==> src/rtl/core/htfd_pkg.sv <==
package htfd_pkg;

    localparam logic [7:0] CRC_INIT = 8'hFF;
    localparam logic [7:0] CRC_POLY = 8'h31;

    // Byte positions within a six-byte reply
    localparam logic [2:0] POS_T_MSB = 3'd0;
    localparam logic [2:0] POS_T_LSB = 3'd1;
    localparam logic [2:0] POS_T_CRC = 3'd2;
    localparam logic [2:0] POS_H_MSB = 3'd3;
    localparam logic [2:0] POS_H_LSB = 3'd4;
    localparam logic [2:0] POS_H_CRC = 3'd5;

    localparam logic [14:0] TEMP_SPAN   = 15'd17500;
    localparam logic [13:0] HUM_SPAN    = 14'd10000;
    localparam logic [14:0] TEMP_OFFSET = 15'd4500;
    localparam logic [16:0] RAW_FULL    = 17'd65535;

    typedef struct packed {
        logic [15:0] raw_temp;
        logic [15:0] raw_hum;
        logic        temp_ok;
        logic        hum_ok;
    } frame_t;

    // Field order matches the result tdata, lowest field last
    typedef struct packed {
        logic               updated;
        logic               hum_ok;
        logic               temp_ok;
        logic        [13:0] humidity;
        logic signed [14:0] temperature;
    } result_t;

    // CRC-8, MSB first, no reflection, no final XOR
    function automatic logic [7:0] crc8_byte(input logic [7:0] crc, input logic [7:0] b);
        logic [7:0] c;
        c = crc ^ b;
        for (int k = 0; k < 8; k++) begin
            if (c[7]) begin
                c = {c[6:0], 1'b0} ^ CRC_POLY;
            end else begin
                c = {c[6:0], 1'b0};
            end
        end
        return c;
    endfunction

endpackage

==> src/rtl/core/htfd_front.sv <==
module htfd_front
    import htfd_pkg::*;
(
    input  logic       aclk,
    input  logic       aresetn,
    input  logic       in_fire,
    input  logic [7:0] data_byte,
    input  logic       frame_start,
    output logic       push,
    output frame_t     push_frame
);

    logic [2:0]  pos_reg, pos_next;
    logic [7:0]  crc_reg, crc_next;
    logic [7:0]  hi_reg, hi_next;
    logic [15:0] raw_t_reg, raw_t_next;
    logic [15:0] raw_h_reg, raw_h_next;
    logic        tok_reg, tok_next;

    logic [2:0]  pos;
    logic [7:0]  crc_seed;
    logic [7:0]  crc_new;

    always_comb begin
        pos = frame_start ? POS_T_MSB : pos_reg;
        if (pos > POS_H_CRC) begin
            pos = POS_T_MSB;
        end
        crc_seed = (pos == POS_T_MSB || pos == POS_H_MSB) ? CRC_INIT : crc_reg;
        crc_new  = crc8_byte(crc_seed, data_byte);
    end

    always_comb begin
        pos_next   = pos_reg;
        crc_next   = crc_reg;
        hi_next    = hi_reg;
        raw_t_next = raw_t_reg;
        raw_h_next = raw_h_reg;
        tok_next   = tok_reg;
        if (in_fire) begin
            pos_next = (pos == POS_H_CRC) ? POS_T_MSB : pos + 3'd1;
            case (pos)
                POS_T_MSB, POS_H_MSB: begin
                    crc_next = crc_new;
                    hi_next  = data_byte;
                end
                POS_T_LSB: begin
                    crc_next   = crc_new;
                    raw_t_next = {hi_reg, data_byte};
                end
                POS_H_LSB: begin
                    crc_next   = crc_new;
                    raw_h_next = {hi_reg, data_byte};
                end
                POS_T_CRC: begin
                    tok_next = (crc_reg == data_byte);
                end
                default: begin
                end
            endcase
        end
    end

    always_ff @(posedge aclk) begin
        if (!aresetn) begin
            pos_reg   <= POS_T_MSB;
            crc_reg   <= CRC_INIT;
            hi_reg    <= '0;
            raw_t_reg <= '0;
            raw_h_reg <= '0;
            tok_reg   <= 1'b0;
        end else begin
            pos_reg   <= pos_next;
            crc_reg   <= crc_next;
            hi_reg    <= hi_next;
            raw_t_reg <= raw_t_next;
            raw_h_reg <= raw_h_next;
            tok_reg   <= tok_next;
        end
    end

    // Hand the finished frame over on its humidity CRC byte
    assign push                = in_fire && (pos == POS_H_CRC);
    assign push_frame.raw_temp = raw_t_reg;
    assign push_frame.raw_hum  = raw_h_reg;
    assign push_frame.temp_ok  = tok_reg;
    assign push_frame.hum_ok   = (crc_reg == data_byte);

endmodule

==> src/rtl/core/htfd_queue.sv <==
module htfd_queue
    import htfd_pkg::*;
(
    input  logic   aclk,
    input  logic   aresetn,
    input  logic   push,
    input  frame_t push_frame,
    output logic   full,
    input  logic   pop,
    output logic   pop_valid,
    output frame_t pop_frame
);

    frame_t     entry_reg [2];
    logic       wr_ptr_reg, wr_ptr_next;
    logic       rd_ptr_reg, rd_ptr_next;
    logic [1:0] count_reg, count_next;

    always_comb begin
        wr_ptr_next = push ? ~wr_ptr_reg : wr_ptr_reg;
        rd_ptr_next = pop ? ~rd_ptr_reg : rd_ptr_reg;
        count_next  = count_reg + {1'b0, push} - {1'b0, pop};
    end

    always_ff @(posedge aclk) begin
        if (!aresetn) begin
            wr_ptr_reg <= 1'b0;
            rd_ptr_reg <= 1'b0;
            count_reg  <= 2'd0;
        end else begin
            wr_ptr_reg <= wr_ptr_next;
            rd_ptr_reg <= rd_ptr_next;
            count_reg  <= count_next;
        end
    end

    always_ff @(posedge aclk) begin
        if (push) begin
            entry_reg[wr_ptr_reg] <= push_frame;
        end
    end

    assign full      = (count_reg == 2'd2);
    assign pop_valid = (count_reg != 2'd0);
    assign pop_frame = entry_reg[rd_ptr_reg];

endmodule

==> src/rtl/core/htfd_back.sv <==
module htfd_back
    import htfd_pkg::*;
(
    input  logic    aclk,
    input  logic    aresetn,
    input  logic    frame_valid,
    input  frame_t  frame,
    output logic    frame_pop,
    output logic    res_valid,
    input  logic    res_ready,
    output result_t res
);

    // Product stage
    logic        s1_valid_reg, s1_valid_next;
    logic [30:0] prod_t_reg;
    logic [29:0] prod_h_reg;
    logic        s1_tok_reg;
    logic        s1_hok_reg;

    // Result stage and held values
    logic               out_valid_reg, out_valid_next;
    result_t            out_reg;
    logic signed [14:0] last_t_reg;
    logic        [13:0] last_h_reg;

    logic        out_free;
    logic        s1_free;
    logic        s1_move;
    logic [16:0] sum_t;
    logic [16:0] sum_h;
    logic [14:0] quot_t;
    logic [13:0] quot_h;
    logic signed [14:0] new_t;
    logic        upd;

    assign out_free  = !out_valid_reg || res_ready;
    assign s1_move   = s1_valid_reg && out_free;
    assign s1_free   = !s1_valid_reg || out_free;
    assign frame_pop = frame_valid && s1_free;

    // x / 65535 with x = q * 65536 + r is q plus one when q + r reaches 65535
    always_comb begin
        sum_t  = {2'b00, prod_t_reg[30:16]} + {1'b0, prod_t_reg[15:0]};
        sum_h  = {3'b000, prod_h_reg[29:16]} + {1'b0, prod_h_reg[15:0]};
        quot_t = prod_t_reg[30:16] + {14'd0, (sum_t >= RAW_FULL)};
        quot_h = prod_h_reg[29:16] + {13'd0, (sum_h >= RAW_FULL)};
        new_t  = signed'(quot_t - TEMP_OFFSET);
        upd    = s1_tok_reg && s1_hok_reg;
    end

    always_comb begin
        s1_valid_next  = frame_pop ? 1'b1 : (s1_move ? 1'b0 : s1_valid_reg);
        out_valid_next = s1_move ? 1'b1 : (res_ready ? 1'b0 : out_valid_reg);
    end

    always_ff @(posedge aclk) begin
        if (!aresetn) begin
            s1_valid_reg  <= 1'b0;
            out_valid_reg <= 1'b0;
            last_t_reg    <= '0;
            last_h_reg    <= '0;
        end else begin
            s1_valid_reg  <= s1_valid_next;
            out_valid_reg <= out_valid_next;
            if (s1_move && upd) begin
                last_t_reg <= new_t;
                last_h_reg <= quot_h;
            end
        end
    end

    always_ff @(posedge aclk) begin
        if (frame_pop) begin
            prod_t_reg <= 31'(frame.raw_temp) * 31'(TEMP_SPAN);
            prod_h_reg <= 30'(frame.raw_hum) * 30'(HUM_SPAN);
            s1_tok_reg <= frame.temp_ok;
            s1_hok_reg <= frame.hum_ok;
        end
        if (s1_move) begin
            out_reg.updated     <= upd;
            out_reg.hum_ok      <= s1_hok_reg;
            out_reg.temp_ok     <= s1_tok_reg;
            out_reg.humidity    <= upd ? quot_h : last_h_reg;
            out_reg.temperature <= upd ? new_t : last_t_reg;
        end
    end

    assign res_valid = out_valid_reg;
    assign res       = out_reg;

endmodule

==> src/rtl/core/humidity_temp_frame_decoder.sv <==
// Sensor reply decoder: takes the six reply bytes (temperature MSB, LSB, CRC, humidity MSB,
// LSB, CRC) one per request on the s_ side, checks each word with CRC-8 (poly 0x31, init
// 0xFF), and after the sixth byte sends one result on the m_ side carrying both CRC flags
// and the last good temperature (centidegrees) and humidity (centipercent). s_tuser high
// restarts the byte position. One byte is taken every cycle unless the input stalls; the
// result of a frame passes through the frame queue, the product register and the output
// register. The input stalls only while the two-entry frame queue is full, which takes
// the output held back for about three frames of back-to-back bytes with a result
// already waiting.
module humidity_temp_frame_decoder
    import htfd_pkg::*;
(
    input  logic        aclk,
    input  logic        aresetn,
    input  logic        s_tvalid,
    output logic        s_tready,
    input  logic [7:0]  s_tdata,   // [7:0] data_byte
    input  logic        s_tuser,   // [0] frame_start
    output logic        m_tvalid,
    input  logic        m_tready,
    // [14:0] temperature_centi, [28:15] humidity_centi, [29] temp_crc_ok,
    // [30] hum_crc_ok, [31] updated
    output logic [31:0] m_tdata
);

    logic    in_fire;
    logic    push;
    frame_t  push_frame;
    logic    full;
    logic    pop;
    logic    pop_valid;
    frame_t  pop_frame;
    result_t res;

    assign s_tready = !full;
    assign in_fire  = s_tvalid && s_tready;

    htfd_front u_front (
        .aclk        (aclk),
        .aresetn     (aresetn),
        .in_fire     (in_fire),
        .data_byte   (s_tdata),
        .frame_start (s_tuser),
        .push        (push),
        .push_frame  (push_frame)
    );

    htfd_queue u_queue (
        .aclk       (aclk),
        .aresetn    (aresetn),
        .push       (push),
        .push_frame (push_frame),
        .full       (full),
        .pop        (pop),
        .pop_valid  (pop_valid),
        .pop_frame  (pop_frame)
    );

    htfd_back u_back (
        .aclk        (aclk),
        .aresetn     (aresetn),
        .frame_valid (pop_valid),
        .frame       (pop_frame),
        .frame_pop   (pop),
        .res_valid   (m_tvalid),
        .res_ready   (m_tready),
        .res         (res)
    );

    assign m_tdata = res;

endmodule

==> config.mk <==
export PLATFORM = sky130hd
export DESIGN_NAME = humidity_temp_frame_decoder
export DESIGN_NICKNAME = d
export VERILOG_FILES = /design/src/rtl/core/htfd_pkg.sv /design/src/rtl/core/htfd_front.sv /design/src/rtl/core/htfd_queue.sv /design/src/rtl/core/htfd_back.sv /design/src/rtl/core/humidity_temp_frame_decoder.sv
export SDC_FILE = /design/constraint.sdc
export NUM_CORES = 1
export LEC_CHECK = 0
export BUFFER_PORTS_ARGS = -buffer_cell sky130_fd_sc_hd__buf_2
export CAP_MARGIN = 10
export CORE_ASPECT_RATIO = 0.9
export CORE_MARGIN = 2
export CORE_UTILIZATION = 53
export CTS_CLUSTER_SIZE = 12
export DETAILED_ROUTE_END_ITERATION = 16
export PLACE_DENSITY = 0.8
export RECOVER_POWER = 50
export SYNTH_ARGS = -nofsm -noshare
export SYNTH_HDL_FRONTEND = slang
export SYNTH_HIERARCHICAL = 1
export SYNTH_SLANG_ARGS = --single-unit
==> constraint.sdc <==
create_clock -name aclk -period 10.41 [get_ports aclk]
set_clock_uncertainty 0.2 [all_clocks]
set_input_delay 1.041 -clock aclk [delete_from_list [all_inputs] [get_ports aclk]]
set_output_delay 1.041 -clock aclk [all_outputs]
set_load 0.02 [all_outputs]
# Word-level counts from Yosys, hierarchy flattened
# Memory sizes are Yosys's and may differ from the RTL's. A register that Yosys moved wholly into a read port is not among the register bits.
# Index checks and enable logic that the tools add are counted.
# totals
ff_bits	176
ramBits	68
in_bits	13
out_inout_bits	34
elab_cells	99
n_memories	1
# classes
n_addsub	8
mul	2
n_lt_le_gt_ge	3
eq_ne	7
mux	22
bitwise_logic	11
reduce_logical	23
# mem_list
memory	depth	width	rd	rd_clocked_by_memory_dff	wr	line_no	source
u_queue.entry_reg	2	34	1	1	1	htfd_queue.sv:14	frame_t entry_reg [2];
# op_table
op	count
$mux W6	8
$ge A17 B16 Y1 const B	2
$mul A16 B13 Y29 const B	1
$mul A16 B10 Y26 const B	1
$not A3 Y3	8
$add A14 B16 Y17	1
$add A15 B16 Y17	1
$add A15 B1 Y15	1
$mux W15	1
$sub A15 B13 Y15 const B	1
$add A14 B1 Y14	1
$mux W14	1
$reduce_and A2 Y1	5
$mux W3	3
$eq A8 B8 Y1	1
$mux W1	8
$mux W8	1
$xor A8 B8 Y8	1
$eq A3 B2 Y1 const B	2
$eq A3 B3 Y1 const B	2
$logic_and A1 B1 Y1	6
$reduce_bool A2 Y1	3
$reduce_or A4 Y1	1
$add A3 B1 Y3 const B	1
other kinds (10)	15

# Depth between registers and ports, before layout
# logic_depth
depth_word	23
mapped_depth	21
ltp_nobuf	20

# Cells and area by module
# Netlist, hierarchy kept.
# by_module_without_submodules
mod	instances	cells_each	area_per_inst_um2
htfd_back	1	1179	11647.4
htfd_queue	1	127	2836.5
htfd_front	1	278	2581.2
humidity_temp_frame_decoder	1	2	10.0

# Least setup slack after synthesis
# OpenSTA, ideal clock, no wires.
# synth_path
path_kind	input to register
startpoint	input m_tready
endpoint	register u_queue.count_reg[1]
setup_time_ns	0.065
arrival_time_ns	6.666
t_required_ns	10.145
setup_slack_ns	3.479
cell_stages	7
path_cell_list	nor2b_1 > a21boi_0 > ha_1 > inv_1 > ha_1 > xnor3_1 > nor2b_1
# synth_via
elab_chain_len	4
# synth_rtl
element	line_no	source
start: declaration	humidity_temp_frame_decoder.sv:20	input logic m_tready,
$logic_or A1 B1 Y1	htfd_back.sv:37	assign out_free = !out_valid_reg || res_ready;
$logic_or A1 B1 Y1	htfd_back.sv:39	assign s1_free = !s1_valid_reg || out_free;
$logic_and A1 B1 Y1	htfd_back.sv:40	assign frame_pop = frame_valid && s1_free;
via pop	humidity_temp_frame_decoder.sv:30	logic pop;
$sub A2 B1 Y2	htfd_queue.sv:22	count_next = count_reg + {1'b0, push} - {1'b0, pop};
end signal: assignment	htfd_queue.sv:33	count_reg <= count_next;
end: declaration	htfd_queue.sv:17	logic [1:0] count_reg, count_next;
# The timed path passes the listed nets, and every way through them passes these cells.
# A chain may end at the register's enable or synchronous reset.

==> results.cfg <==
[synthesis]
yosys_warnings = 6
synth_seq_cells = 245
synth_cells = 1586
syn_nets = 1879
async_flop_share_pct = 0
syn_area_um2 = 17100
synth-edff-count = 157
synthFlopType = edfxtp_1
syn_area_per_cell_um2 = 10.8
synth_cell_types = 81
ys_seq_area_share_pct = 37.9

[finish]
drive_above_1_share_pct = 6.27
layout.cells.non_filler = 2060
layout.nets = 1917
largest_reg_flops = 68
fin_util_pct = 57.7
antenna_cells = 0
area_growth_pct = 7.42
fill_cells = 2599

[clock_network]
cts_resized = 0
postCtsSetupRepairBufs = 0
hold_buffers = 0
htreeDepth = 1
clkSinkCount = 245
root_buffer = clkbuf_16
cts_made_buffers = 26
clk_path_buf_depth = 3
path_clk_slew_ns = 0.06
clkLatencyLatePin_ns = 0.52
cts_tree = yes

[global_route]
first_global_vias = 11300
grt_use_total_pct = 19.3
grt_pass1_wl_um = 54500
grt_overflow = 0
antenna_found_initial = 0
grt_max_degree = 89

[detailed_routing]
routed_wl_um = 32100
first_pass_iters = 5
drc = 0
drt_iter0_markers = 624
via_count = 11000
postRouteAntennaNets = 0
vias_per_cell = 5.32
wl_per_cell_um = 15.6

[die]
coreArea_um2 = 31800
fp.dieArea_um2 = 33700
row_count = 62
die_height_um = 174
start_util_pct = 53.7
ios = 47
die_x_um = 193

[hold_path]
min_path_type = reg2reg

[sta]
fin_tns_setup_ns = 0
hold_viol = 0
slew_violations = 187
post-route-period-util_pct = 64.8
slew_headroom_pct = -154
grt_setup_unrepaired = no
max_clock_freq_ghz = 0.148
min_period_ns = 6.75
worstMarginPinSlew_ns = 3.78
setup_viol = 0

[critical_path]
start_kind = flip-flop
crit_top_cell = inv_1
cp_max_fo = 34
cpPeakStageDelay_ns = 1.61
critical_path.top_delay_family = adder cells
critPathRequiredTime_ns = 10.48
crit_arrival_ns = 6.82
end_kind = flip-flop
critPathBufInv = 4
critPathSlowestCell = dfxtp_1
worstPathCellList = mux2_4 > ha_1 > inv_1 > fa_1 > inv_1 > ha_1 > ha_1 > inv_1 > fa_1 > inv_1 > fa_1 > a21o_2 > a221oi_1 > a2111oi_2 > o21ai_2 > o31ai_4 > a21o_1 > a21oi_1 > xnor2_1
crit_type = reg2reg

[run_status]
outcome = finished with violations
violations = max-capacitance violations, max-slew violations

[placement]
place_congestion = 0.876
hpwl_um = 24600
placement.io_buffers = 46
dp_cells = 2012

[job]
maxCapViolCount = 4
==> per-stage QoR <==
step	worst slack, ns	cell area, µm²	hold slack [ns]
final	3.66	18300	0.253
after global routing	3.28	18300	0.273
after CTS	4.25	18400	0.257
after detailed placement	4.26	17700	0.243
after global placement	4.30	17700	0.234
after floorplan	3.48	17100	0.225
==> Yosys cell counts (all sizes together) (23+ instances only) <==
| library cell | instances | area share [%] |
|---|---|---|
| xor2 | 35 | 1.8 |
| dfxtp | 88 | 10 |
| a21boi | 24 | 1.1 |
| xnor2 | 80 | 4.1 |
| nor2b | 45 | 1.6 |
| inv | 264 | 5.8 |
| fa | 82 | 9.6 |
| mux2 | 41 | 3.4 |
| a21o | 23 | 1.0 |
| a21oi | 36 | 1.1 |
| nor2 | 45 | 0.99 |
| nand2 | 130 | 2.9 |
| edfxtp | 157 | 28 |
| mux2i | 29 | 1.7 |
| ha | 198 | 15 |
| clkbuf | 31 | 0.68 |
| o21ai | 56 | 1.7 |
==> metal layers <==
metal / share of wire (%) / up-vias / global-route usage [%] / wire, µm
met1: 46 / 5249 / 26.0 / 14900
met4: 1.6 / 0 / 3.59 / 510
li1: - / 5464 / - / -
met3: 3.9 / 40 / 2.62 / 1260
met2: 48 / 210 / 33.5 / 15400
met5: 0 / - / 0 / 0
==> path summary, 6_finish.rpt <==
path | slack (ns) | cells past startpoint | end | startpoint
setup / recovery | 3.66 | 19 | u_back/prod_t_reg[28] | flip-flop
hold reg to reg | 0.25 | 0 | u_queue/entry_reg[0][18] | u_front/raw_t_reg[0]
setup reg to reg | 3.66 | 19 | u_back/prod_t_reg[28] | flip-flop
hold / removal | 0.25 | 0 | u_queue/entry_reg[0][18] | u_front/raw_t_reg[0]
==> cells by family (layout without fill, tap and decap cells) <==
logic type	count (synthesis)	in the layout	share of synthesized area (%)
simple gates	330	330	9.45
compound gates	236	236	9.91
buf+inv	307	365	7.23
xor+xnor	118	118	6.31
fa+ha+maj	280	280	24.1
mux	70	70	5.06
flops	245	245	37.9
==> layout make-up <==
cell class	count	area, µm²	area share [%]
Multi-Input combinational cell	1034	9360	51.0
Sequential cell	245	6480	35.3
Inverter	264	991	5.40
Clock buffer	43	736	4.01
Tap cell	416	520	2.84
Timing Repair Buffer	53	228	1.24
Clock inverter	5	33.8	0.184
==> placed cells by master (no fill, tap or decap), drive strengths merged, types with 9 or more instances in the layout <==
cell	instances
inv	267
xnor2	80
a31oi	10
dfxtp	88
o211a	19
nand2	130
o21a	9
a21o	23
clkbuf	81
a211oi	9
ha	198
and2	15
nor2b	45
nor3	19
o21ai	56
nor2	45
a21boi	24
buf	15
mux2i	29
and3	12
edfxtp	157
a21oi	36
fa	82
o211ai	12
nand3	22
xor2	35
mux2	41
Power is not shown: default switching activity piles up to over one toggle a cycle in this logic, so the estimate is an artifact.
